[src/rtl/hbw_pkg.sv]
// ----------------------------------------------------------------------------
// hbw_pkg: shared types and constants for the heartbeat watchdog supervisor
// Word layouts for the request and response channels, configuration and
// supervisor state records, and the codes for kinds, sources and registers.
// ----------------------------------------------------------------------------
package hbw_pkg;

   // number of heartbeat sources
   localparam int NSRC = 3;

   // item kinds
   localparam logic [1:0] KIND_START   = 2'd0;
   localparam logic [1:0] KIND_CHECKIN = 2'd1;
   localparam logic [1:0] KIND_EVAL    = 2'd2;

   // check-in sources
   localparam logic [1:0] SRC_CORE0 = 2'd0;
   localparam logic [1:0] SRC_CORE1 = 2'd1;
   localparam logic [1:0] SRC_FX    = 2'd2;
   localparam logic [1:0] SRC_NONE  = 2'd3;

   // configuration register indexes
   localparam logic [2:0] CSR_TIMEOUT      = 3'd0;
   localparam logic [2:0] CSR_WARN         = 3'd1;
   localparam logic [2:0] CSR_WARN_INTERVAL = 3'd2;
   localparam logic [2:0] CSR_LOW_WATERMARK = 3'd3;
   localparam logic [2:0] CSR_STARVATION   = 3'd4;

   // configuration reset values
   localparam logic [15:0] TIMEOUT_RST       = 16'd4000;
   localparam logic [15:0] WARN_RST          = 16'd1000;
   localparam logic [15:0] WARN_INTERVAL_RST = 16'd1000;
   localparam logic [15:0] LOW_WATERMARK_RST = 16'd2000;
   localparam logic [15:0] STARVATION_RST    = 16'd15000;

   typedef struct packed {
      logic [1:0]  kind;
      logic [1:0]  source;
      logic [31:0] now_ms;
      logic [15:0] wd_remaining_ms;
   } req_word_type;

   typedef struct packed {
      logic        feed_watchdog;
      logic        warn_slow;
      logic        record_event;
      logic        record_stalled;
      logic        core0_stall_reset;
      logic [31:0] age_core0;
      logic [31:0] age_core1;
      logic [31:0] age_fx;
   } rsp_word_type;

   typedef struct packed {
      logic [15:0] timeout_ms;
      logic [15:0] warn_ms;
      logic [15:0] warn_interval_ms;
      logic [15:0] low_watermark_ms;
      logic [15:0] starvation_limit_ms;
   } cfg_type;

   typedef struct packed {
      logic [NSRC-1:0][31:0] checkin_time;
      logic [31:0]           last_warn_time;
      logic                  enabled;
   } sup_state_type;

endpackage

[src/rtl/hbw_csr.sv]
// ----------------------------------------------------------------------------
// hbw_csr: configuration registers
// Five 16-bit threshold registers written through the csr channel.
// ----------------------------------------------------------------------------
module hbw_csr
   import hbw_pkg::*;
(
   input  logic        clock,
   input  logic        reset,
   input  logic        wr_en,
   input  logic [2:0]  wr_index,
   input  logic [15:0] wr_data,
   output cfg_type     cfg
);

   cfg_type cfg_ff;
   cfg_type cfg_in;

   // register write decode, unknown indexes are dropped
   always_comb begin
      cfg_in = cfg_ff;
      if (wr_en) begin
         case (wr_index)
            CSR_TIMEOUT:       cfg_in.timeout_ms          = wr_data;
            CSR_WARN:          cfg_in.warn_ms             = wr_data;
            CSR_WARN_INTERVAL: cfg_in.warn_interval_ms    = wr_data;
            CSR_LOW_WATERMARK: cfg_in.low_watermark_ms    = wr_data;
            CSR_STARVATION:    cfg_in.starvation_limit_ms = wr_data;
            default:           cfg_in = cfg_ff;
         endcase
      end
   end

   always_ff @(posedge clock) begin
      if (reset) begin
         cfg_ff.timeout_ms          <= TIMEOUT_RST;
         cfg_ff.warn_ms             <= WARN_RST;
         cfg_ff.warn_interval_ms    <= WARN_INTERVAL_RST;
         cfg_ff.low_watermark_ms    <= LOW_WATERMARK_RST;
         cfg_ff.starvation_limit_ms <= STARVATION_RST;
      end else begin
         cfg_ff <= cfg_in;
      end
   end

   assign cfg = cfg_ff;

endmodule

[src/rtl/hbw_eval.sv]
// ----------------------------------------------------------------------------
// hbw_eval: supervisor decision logic
// Computes the response word and the next supervisor state for one item
// from the current state and configuration.
// ----------------------------------------------------------------------------
module hbw_eval
   import hbw_pkg::*;
(
   input  req_word_type  item,
   input  cfg_type       cfg,
   input  sup_state_type state_cur,
   output rsp_word_type  rsp,
   output sup_state_type state_nxt
);

   logic [NSRC-1:0][31:0] stamp_ck;
   logic [NSRC-1:0][31:0] age_ck;
   logic [NSRC-1:0][31:0] age_ev;
   logic [31:0]           since_warn;
   logic                  rate_ok;
   logic                  low_wd;
   logic                  fx_late;
   logic                  c0_starved;
   logic                  any_slow;

   // per-source stamps and ages for check-in and evaluate
   always_comb begin
      for (int i = 0; i < NSRC; i++) begin
         stamp_ck[i] = (item.source == 2'(i)) ? item.now_ms : state_cur.checkin_time[i];
         age_ck[i]   = item.now_ms - stamp_ck[i];
         age_ev[i]   = (item.now_ms > state_cur.checkin_time[i]) ?
                       item.now_ms - state_cur.checkin_time[i] : 32'd0;
      end
   end

   // threshold compares
   assign since_warn = item.now_ms - state_cur.last_warn_time;
   assign rate_ok    = since_warn > {16'd0, cfg.warn_interval_ms};
   assign low_wd     = item.wd_remaining_ms < cfg.low_watermark_ms;
   assign fx_late    = age_ev[SRC_FX] > {16'd0, cfg.timeout_ms};
   assign c0_starved = age_ev[SRC_CORE0] > {16'd0, cfg.starvation_limit_ms};
   assign any_slow   = (age_ev[SRC_CORE0] > {16'd0, cfg.warn_ms}) ||
                       (age_ev[SRC_CORE1] > {16'd0, cfg.warn_ms}) ||
                       (age_ev[SRC_FX]    > {16'd0, cfg.warn_ms});

   // decision per kind
   always_comb begin
      rsp       = '0;
      state_nxt = state_cur;
      case (item.kind)
         KIND_START: begin
            for (int i = 0; i < NSRC; i++) begin
               state_nxt.checkin_time[i] = item.now_ms;
            end
            state_nxt.enabled = 1'b1;
         end
         KIND_CHECKIN: begin
            if (state_cur.enabled) begin
               state_nxt.checkin_time = stamp_ck;
               rsp.age_core0          = age_ck[SRC_CORE0];
               rsp.age_core1          = age_ck[SRC_CORE1];
               rsp.age_fx             = age_ck[SRC_FX];
               if (low_wd && rate_ok) begin
                  state_nxt.last_warn_time = item.now_ms;
                  rsp.record_event         = 1'b1;
               end
            end
         end
         KIND_EVAL: begin
            if (state_cur.enabled) begin
               rsp.age_core0         = age_ev[SRC_CORE0];
               rsp.age_core1         = age_ev[SRC_CORE1];
               rsp.age_fx            = age_ev[SRC_FX];
               rsp.core0_stall_reset = c0_starved;
               if (!fx_late && !c0_starved) begin
                  rsp.feed_watchdog = 1'b1;
                  if (any_slow && rate_ok) begin
                     state_nxt.last_warn_time = item.now_ms;
                     rsp.warn_slow            = 1'b1;
                  end
               end else if (rate_ok) begin
                  state_nxt.last_warn_time = item.now_ms;
                  rsp.record_event         = 1'b1;
                  rsp.record_stalled       = 1'b1;
               end
            end
         end
         default: begin
            rsp       = '0;
            state_nxt = state_cur;
         end
      endcase
   end

endmodule

[src/rtl/multi_heartbeat_watchdog_supervisor.sv]
// ----------------------------------------------------------------------------
// multi_heartbeat_watchdog_supervisor: three-source heartbeat supervisor
// Tracks check-ins of core0, core1 and the effects task and decides on
// watchdog feeding, slowness warnings, health events and core0 reset.
//
//   channel  direction  handshake            word
//   req      in         req_valid/req_stall  req_word_type
//   rsp      out        rsp_valid/rsp_stall  rsp_word_type
//   csr      in         csr_valid/csr_ready  csr_index, csr_wdata
//
// One word per cycle while rsp_stall is low. rsp_valid rises once an accepted
// word moves from the input register through the decision logic into rsp_ff.
// State is updated as a word moves from the input to the response register.
// Synchronous reset restores the threshold defaults and disables the block.
// A stalled response holds; the input register still takes one more word.
// ----------------------------------------------------------------------------
module multi_heartbeat_watchdog_supervisor
   import hbw_pkg::*;
(
   input  logic         clock,
   input  logic         reset,
   input  logic         req_valid,
   output logic         req_stall,
   input  req_word_type req_data,
   output logic         rsp_valid,
   input  logic         rsp_stall,
   output rsp_word_type rsp_data,
   input  logic         csr_valid,
   output logic         csr_ready,
   input  logic [2:0]   csr_index,
   input  logic [15:0]  csr_wdata
);

   req_word_type  req_ff;
   logic          req_valid_ff;
   logic          req_valid_in;
   rsp_word_type  rsp_ff;
   logic          rsp_valid_ff;
   logic          rsp_valid_in;
   sup_state_type state_ff;
   sup_state_type state_in;
   rsp_word_type  rsp_in;
   cfg_type       cfg;
   logic          rsp_load;
   logic          advance;
   logic          req_take;

   // configuration registers
   assign csr_ready = 1'b1;

   hbw_csr u_csr (
      .clock    (clock),
      .reset    (reset),
      .wr_en    (csr_valid),
      .wr_index (csr_index),
      .wr_data  (csr_wdata),
      .cfg      (cfg)
   );

   // decision logic
   hbw_eval u_eval (
      .item      (req_ff),
      .cfg       (cfg),
      .state_cur (state_ff),
      .rsp       (rsp_in),
      .state_nxt (state_in)
   );

   // pipeline flow control
   assign rsp_load     = !rsp_valid_ff || !rsp_stall;
   assign advance      = req_valid_ff && rsp_load;
   assign req_stall    = req_valid_ff && !rsp_load;
   assign req_take     = req_valid && !req_stall;
   assign req_valid_in = req_take || (req_valid_ff && !rsp_load);
   assign rsp_valid_in = rsp_load ? req_valid_ff : rsp_valid_ff;

   // control registers
   always_ff @(posedge clock) begin
      if (reset) begin
         req_valid_ff <= 1'b0;
         rsp_valid_ff <= 1'b0;
         state_ff     <= '0;
      end else begin
         req_valid_ff <= req_valid_in;
         rsp_valid_ff <= rsp_valid_in;
         if (advance) begin
            state_ff <= state_in;
         end
      end
   end

   // payload registers
   always_ff @(posedge clock) begin
      if (req_take) begin
         req_ff <= req_data;
      end
      if (advance) begin
         rsp_ff <= rsp_in;
      end
   end

   assign rsp_valid = rsp_valid_ff;
   assign rsp_data  = rsp_ff;

`ifndef SYNTHESIS
   // a fed watchdog never comes with a core0 reset
   a_feed_no_reset: assert property (@(posedge clock) disable iff (reset)
      rsp_valid |-> !(rsp_data.feed_watchdog && rsp_data.core0_stall_reset))
      else $error("feed together with core0 reset");

   // warnings only on healthy evaluations
   a_warn_fed: assert property (@(posedge clock) disable iff (reset)
      rsp_valid && rsp_data.warn_slow |-> rsp_data.feed_watchdog)
      else $error("warning without feed");

   // stalled kind only on a recorded event
   a_stalled_event: assert property (@(posedge clock) disable iff (reset)
      rsp_valid && rsp_data.record_stalled |-> rsp_data.record_event)
      else $error("stalled kind without event");

   // a start word enables the block
   a_start_enables: assert property (@(posedge clock) disable iff (reset)
      advance && req_ff.kind == KIND_START |=> state_ff.enabled)
      else $error("start did not enable");
`endif

endmodule

[config.mk]
export PLATFORM = sky130hd
export DESIGN_NAME = multi_heartbeat_watchdog_supervisor
export DESIGN_NICKNAME = d
export VERILOG_FILES = /design/src/rtl/hbw_pkg.sv /design/src/rtl/hbw_csr.sv /design/src/rtl/hbw_eval.sv /design/src/rtl/multi_heartbeat_watchdog_supervisor.sv
export SDC_FILE = /design/constraint.sdc
export NUM_CORES = 1
export LEC_CHECK = 0
export BUFFER_PORTS_ARGS = -buffer_cell sky130_fd_sc_hd__buf_2
export CORE_ASPECT_RATIO = 2
export CORE_MARGIN = 2
export CORE_UTILIZATION = 47
export CTS_CLUSTER_DIAMETER = 100
export DETAILED_ROUTE_END_ITERATION = 7
export PLACE_DENSITY = 0.72
export RECOVER_POWER = 100
export SKIP_CTS_REPAIR_TIMING = 1
export SLEW_MARGIN = 10
export SYNTH_ARGS = -nofsm -noshare
export SYNTH_HDL_FRONTEND = slang
export SYNTH_SLANG_ARGS = --single-unit
[constraint.sdc]
create_clock -name clock -period 17.6 [get_ports clock]
set_input_delay 3.52 -clock clock [delete_from_list [all_inputs] [get_ports clock]]
set_output_delay 3.52 -clock clock [all_outputs]
set_load 0.03 [all_outputs]
==> results of run 1 <==
## per-layer routing
metal,routed length [um],share of wire,up-vias
met1,42060,0.40,13370
met5,0,0,-
li1,-,-,13500
met2,49560,0.47,1049
met4,8207,0.078,0
met3,5801,0.055,306
## final cells by class
class,count,area (sq um),share of cell area
sequential,364,8818,0.2665
tap,804,1006,0.03040
clock buffer,46,1012,0.03059
clock inverter,24,214.0,0.006466
inverter,272,1021,0.03086
timing repair buffer,227,1077,0.03256
multi-input combinational,2901,19940,0.6026
## worst reg2reg max path, cell delays in order, from the launching register on
cell and delay [ns]:
edfxtp_1 0.71, clkbuf_1 0.46, ha_1 0.35, nand4_1 0.15, a211oi_1 0.50, a211oi_1 0.28
nor4_1 0.93, nor3_1 0.18, a21boi_0 0.54, clkbuf_1 0.75, and2_0 0.33, ha_1 0.28
a21o_1 0.18, a21o_1 0.16, a21oi_1 0.15, nor2b_1 0.07, o21ai_0 0.23, a31oi_1 0.31
a211oi_1 0.48, nand3_1 0.17, o31ai_2 0.37, nand2_2 0.11, a22oi_4 0.19, clkbuf_1 1.77
mux2i_1 0.30
## cells in the final DEF (no fill, tap or decap), drive strengths merged, types with 66 or more instances in the layout
master / count
a21o: 124
a21oi: 369
buf: 102
clkbuf: 171
dfxtp: 211
edfxtp: 153
ha: 334
inv: 284
mux2i: 131
nand2: 511
nand3: 73
nor2: 155
nor2b: 87
o21ai: 148
xnor2: 92
xor2: 66
## path summary, 6_finish.rpt
kind	end	start	slack, ns
worst max-delay path	state_ff[7]$_SDFFE_PP0P_	reset	6.21
worst min-delay path	u_csr.cfg[61]$_SDFFE_PP0P_	u_csr.cfg[61]$_SDFFE_PP0P_	0.46
worst max register to register	state_ff[9]$_SDFFE_PP0P_	req_ff[26]$_DFFE_PP_	7.43
worst min register to register	u_csr.cfg[61]$_SDFFE_PP0P_	u_csr.cfg[61]$_SDFFE_PP0P_	0.46
## registers in the layout, indices dropped and copies added, names as in the netlist
register / cells
req_ff: 52
req_valid_ff: 1
rsp_data: 101
rsp_valid: 1
state_ff: 129
u_csr.cfg: 80
## kinds of logic after synthesis
family,synth area share
multiplexers,0.04299
XOR/XNOR,0.04537
adder cells (fa/ha/maj),0.1416
AND/OR/NAND/NOR,0.2008
other,0.0001230
AO/OA/AOI/OAI,0.2221
buffers and inverters,0.05785
flip-flops,0.2891
## stage by stage
stage | cell area (sq um) | util | hold slack (ns)
final | 33090 | 0.5137 | 0.4570
after global routing | 33090 | 0.5137 | 0.4778
after CTS | 33310 | 0.5172 | 0.4576
after detailed placement | 32090 | 0.4982 | 0.4491
after global placement | 32090 | 0.4982 | 0.4420
after floorplan | 30500 | - | 0.4363
## power by group through the flow
stage / logic (uW) / clock network, uW / registers, uW
floorplan: 491 / 0 / 961
CTS: 718 / 842 / 919
global placement: 705 / 0 / 937
global route: 791 / 867 / 924
detailed placement: 714 / 0 / 938
finish: 725 / 823 / 921
==> flow_metrics.py, run 1 <==
metrics = {
    "placement": {
        "dp_slack_ns": 9.843,
        "hpwl_um": 80230,
        "portBuffers": 178,
        "place.gp.congestion": 0.9596,
        "dp_cells": 4568,
    },
    "clock_network": {
        "cts_sinks": 364,
        "cts_root_buffer": "clkbuf_16",
        "insertion_delay_ns": 0.60,
        "clockBufferDepth": 3,
        "clk_pin_slew_ns": 0.07,
        "cts_tree": "built",
        "cts_buffers": 38,
        "h-tree-depth": 2,
    },
    "route": {
        "drc": 0,
        "drt_iter0_drc": 2118,
        "firstDrtPassIters": 6,
        "vias": 28230,
        "ant_nets": 0,
        "vias_per_cell": 6.086,
        "routed_wl_um": 105600,
        "wl_per_cell_um": 22.77,
    },
    "worst_setup_path": {
        "crit_path_cell_trace": "clkbuf_1 > clkbuf_1 > or2b_2 > mux2i_1",
        "critPathTopFamily": "buffers and inverters",
        "worstPathMaxFanout": 141,
        "crit_buf_inv": 2,
        "reg2regPathDepth": 24,
        "required_ns": 17.99,
        "crit_arrival_ns": 11.78,
        "crit_path_frequent_cell": "clkbuf_1",
        "crit_cells": 4,
        "path_class": "in2reg",
        "end_kind": "flop",
        "crit_slowest_cell": "clkbuf_1",
        "max_stage_delay_ns": 4.12,
        "start_kind": "primary input",
    },
    "logic_synthesis": {
        "syn_avg_cell_area_sq_um": 8.258,
        "synth.area.top_cells": "edfxtp_1 15%, dfxtp_1 14%, ha_1 14%",
        "syn_area_sq_um": 30500,
        "yosys_warnings": 0,
        "synth-seq-cells": 364,
        "synth_common_cells": "510 x nand2_1, 367 x a21oi_1, 334 x ha_1",
        "synth_edf_count": 153,
        "yosysTopAreaCell": "edfxtp_1",
        "synth_fp_nets": 4110,
        "yosysTopAreaCellShare": 0.1506,
        "yosysSeqAreaShare": 0.2891,
        "synth.most_common_cell": "nand2_1",
        "syn-instance-count": 3693,
        "async_reset_ff_frac": 0,
        "synth-main-ff-cell": "dfxtp_1",
        "ys_types": 102,
    },
    "power": {
        "power_density_nw_per_um2": 74.64,
        "seqPwrFrac": 0.373,
        "clkPwrFrac": 0.333,
        "p_leak_uw": 0.01333,
        "switching_power_uw": 866.8,
        "power.share.switching": 0.3510,
        "p_total_uw": 2470,
        "comb_power_share": 0.294,
        "p_int_uw": 1603,
        "peakVddDrop_v": 0.00007671,
    },
    "hold_path": {
        "holdPathStages": 2,
        "hold_class": "reg2reg",
    },
    "timing": {
        "slew_viol_final": 471,
        "grt_setup_unrepaired": "no",
        "worst_pin_slew_ns": 6.014,
        "post-route-period-util": 0.6473,
        "layout_min_cycle_time_ns": 11.39,
        "setup_viol": 0,
        "slew-limit-headroom": -3.009,
        "tns_ns": 0,
        "setup_ws_ns": 6.208,
        "hold_violations": 0,
        "fin_skew_ns": 0.02306,
        "fmax_mhz": 87.78,
    },
    "grt": {
        "grt_max_degree": 142,
        "grt_usage": 0.3103,
        "grt.met1_usage": 0.3654,
        "grt_pass1_wl_um": 158300,
        "grt_remaining_overflow": 0,
        "use_met2": 0.5300,
        "top_usage_layer": "met2",
        "grt_pass1_vias": 27560,
        "antenna_found_initial": 0,
        "globalRouteMet3Util": 0.03417,
    },
    "floorplan": {
        "die_area_sq_um": 67070,
        "die_h_um": 364.3,
        "design.core.area_sq_um": 64410,
        "dieWidth_um": 184.1,
        "start_util": 0.4735,
        "std_cell_rows": 132,
        "io_pins": 180,
    },
    "layout": {
        "stdcell_count": 4638,
        "syn2layout_area_growth_pct": 8.496,
        "fillers": 6242,
        "n_antenna_cell": 0,
        "fin_nets": 4221,
        "drive_gt1_frac": 0.07042,
    },
    "run_status": {
        "violations": "max-capacitance violations, max-slew violations",
        "outcome": "finished, violations left",
    },
    "flow_run": {
        "max-cap-violations": 8,
    },
}
Power figures use the tool's default switching activity.
==> run 2: changes to the inputs <==
Clock period 17.6 ns to 10.7 ns, I/O delays scaled along.
==> flow_metrics.py, run 2 (same netlist as run 1, synthesis figures left out) <==
metrics = {
    "worst_setup_path": {
        "reg2regPathDepth": 23,
        "r2r_slack_ns": 2.33,
        "reg2reg_to": "state_ff[4]$_SDFFE_PP0P_",
        "r2r_start": "req_ff[16]$_DFFE_PP_",
        "end_kind": "flop",
        "path_class": "in2reg",
        "critPathTopFamily": "buffers and inverters",
        "start_kind": "primary input",
        "crit_path_frequent_cell": "clkbuf_1",
        "crit_arrival_ns": 8.93,
        "worstPathMaxFanout": 96,
        "max_stage_delay_ns": 2.71,
        "crit_slowest_cell": "clkbuf_1",
        "crit_path_cell_trace": "clkbuf_1 > clkbuf_1 > clkbuf_2 > or2b_2 > mux2i_1",
        "required_ns": 11.13,
        "crit_buf_inv": 3,
    },
    "clock_network": {
        "clockBufferDepth": 3,
        "cts_sinks": 364,
        "cts_tree": "built",
        "insertion_delay_ns": 0.58,
        "clk_pin_slew_ns": 0.07,
        "cts_buffers": 37,
        "cts_root_buffer": "clkbuf_16",
        "h-tree-depth": 2,
    },
    "hold_path": {
        "hold_class": "reg2reg",
        "hp-start": "u_csr.cfg[50]$_SDFFE_PP0P_",
        "hold_end": "u_csr.cfg[50]$_SDFFE_PP0P_",
        "holdPathStages": 2,
    },
    "power": {
        "p_leak_uw": 0.01336,
        "comb_power_share": 0.294,
        "p_int_uw": 2664,
        "power.share.switching": 0.3439,
        "switching_power_uw": 1396,
        "power_density_nw_per_um2": 122.6,
        "peakVddDrop_v": 0.0001246,
        "seqPwrFrac": 0.373,
        "clkPwrFrac": 0.333,
    },
    "layout": {
        "seqCellArea_sq_um": 8818,
        "drive_gt1_frac": 0.07245,
        "syn2layout_area_growth_pct": 8.566,
        "multi_input_area_sq_um": 19920,
        "largest_reg_flops": 129,
        "fin_nets": 4225,
        "regMostFlops": "state_ff",
        "mostFrequentLayoutCell": "nand2_1",
        "n_antenna_cell": 0,
        "final_cell_mix": "510 x nand2_1, 364 x a21oi_1, 333 x ha_1, 272 x inv_1, 211 x dfxtp_1",
        "fillers": 6208,
    },
    "grt": {
        "grt_remaining_overflow": 0,
        "antenna_found_initial": 0,
        "grt_usage": 0.3099,
        "grt_max_degree": 105,
        "grt_pass1_vias": 27460,
        "grt_pass1_wl_um": 159200,
    },
    "run_status": {
        "outcome": "finished, violations left",
        "violations": "max-capacitance violations, max-slew violations",
    },
    "flow_run": {
        "max-cap-violations": 7,
    },
    "timing": {
        "setup_ws_ns": 2.193,
        "worst_pin_slew_ns": 3.692,
        "grt_setup_unrepaired": "no",
        "layout_min_cycle_time_ns": 8.507,
        "fmax_mhz": 117.6,
        "tns_ns": 0,
        "post-route-period-util": 0.7950,
        "slew_viol_final": 409,
        "hold_violations": 0,
        "setup_viol": 0,
        "fin_skew_ns": 0.02737,
        "slew-limit-headroom": -1.461,
    },
    "floorplan": {
        "std_cell_rows": 132,
        "design.core.area_sq_um": 64410,
        "start_util": 0.4735,
        "die_h_um": 364.3,
        "dieWidth_um": 184.1,
        "io_pins": 180,
        "die_area_sq_um": 67070,
    },
    "route": {
        "firstDrtPassIters": 6,
        "ant_nets": 0,
        "vias_per_cell": 6.066,
        "wl_per_cell_um": 22.51,
        "routed_wl_um": 104500,
        "vias": 28150,
        "drt_iter0_drc": 2148,
        "drc": 0,
    },
    "placement": {
        "portBuffers": 178,
        "hpwl_um": 79430,
        "place.gp.congestion": 0.9787,
        "dp_slack_ns": 2.960,
    },
}
[run 2: worst max path at each step]
stage	end	start	depth (start not counted)
after floorplan	state_ff[34]$_SDFFE_PP0P_	rsp_stall	6
after CTS	state_ff[29]$_SDFFE_PP0P_	req_ff[16]$_DFFE_PP_	26
after global placement	state_ff[12]$_SDFFE_PP0P_	req_ff[21]$_DFFE_PP_	25
final	state_ff[6]$_SDFFE_PP0P_	reset	5
after detailed placement	state_ff[29]$_SDFFE_PP0P_	req_ff[16]$_DFFE_PP_	26
after global routing	state_ff[6]$_SDFFE_PP0P_	reset	5
[run 2: tightest hold or removal path, cell delays in order (launching register included)]
cell and delay, ns:
dfxtp_1 0.31, nand2_1 0.05, a21oi_1 0.05
[run 2: cell type report]
cell class,count,area share
multi-input cells,2901,0.6017
flip-flops and latches,364,0.2663
repair buffers,232,0.03424
inverters,272,0.03084
clock buffers,48,0.03046
well taps,804,0.03038
clock inverters,20,0.006008
[run 2: routing by layer]
layer / global-route usage / up-vias / part of all wire
met4: 0.1915 / 0 / 0.072
met2: 0.5373 / 1087 / 0.48
met3: 0.02507 / 284 / 0.054
met5: 0 / - / 0
met1: 0.3693 / 13290 / 0.39
li1: - / 13490 / -
[run 2: stage by stage]
| step | utilization | hold slack (ns) | instance area, sq um | instances | power (uW) |
|---|---|---|---|---|---|
| after global placement | 0.4990 | 0.4415 | 32140 | 4573 | 2698 |
| after detailed placement | 0.4990 | 0.4485 | 32140 | 4573 | 2714 |
| after CTS | 0.5177 | 0.4579 | 33350 | 4641 | 4064 |
| after global routing | 0.5140 | 0.4774 | 33110 | 4641 | 4235 |
| after floorplan | - | 0.4363 | 30500 | 3693 | 2387 |
| final | 0.5140 | 0.4571 | 33110 | 4641 | 4060 |
[run 2: power by group through the flow]
stage	sequential (uW)	clock [uW]	combinational, uW
2_1_floorplan	1580	0	808
3_3_place_gp	1540	0	1160
3_5_place_dp	1540	0	1170
4_1_cts	1510	1370	1180
5_1_grt	1520	1410	1300
6_report	1510	1350	1200
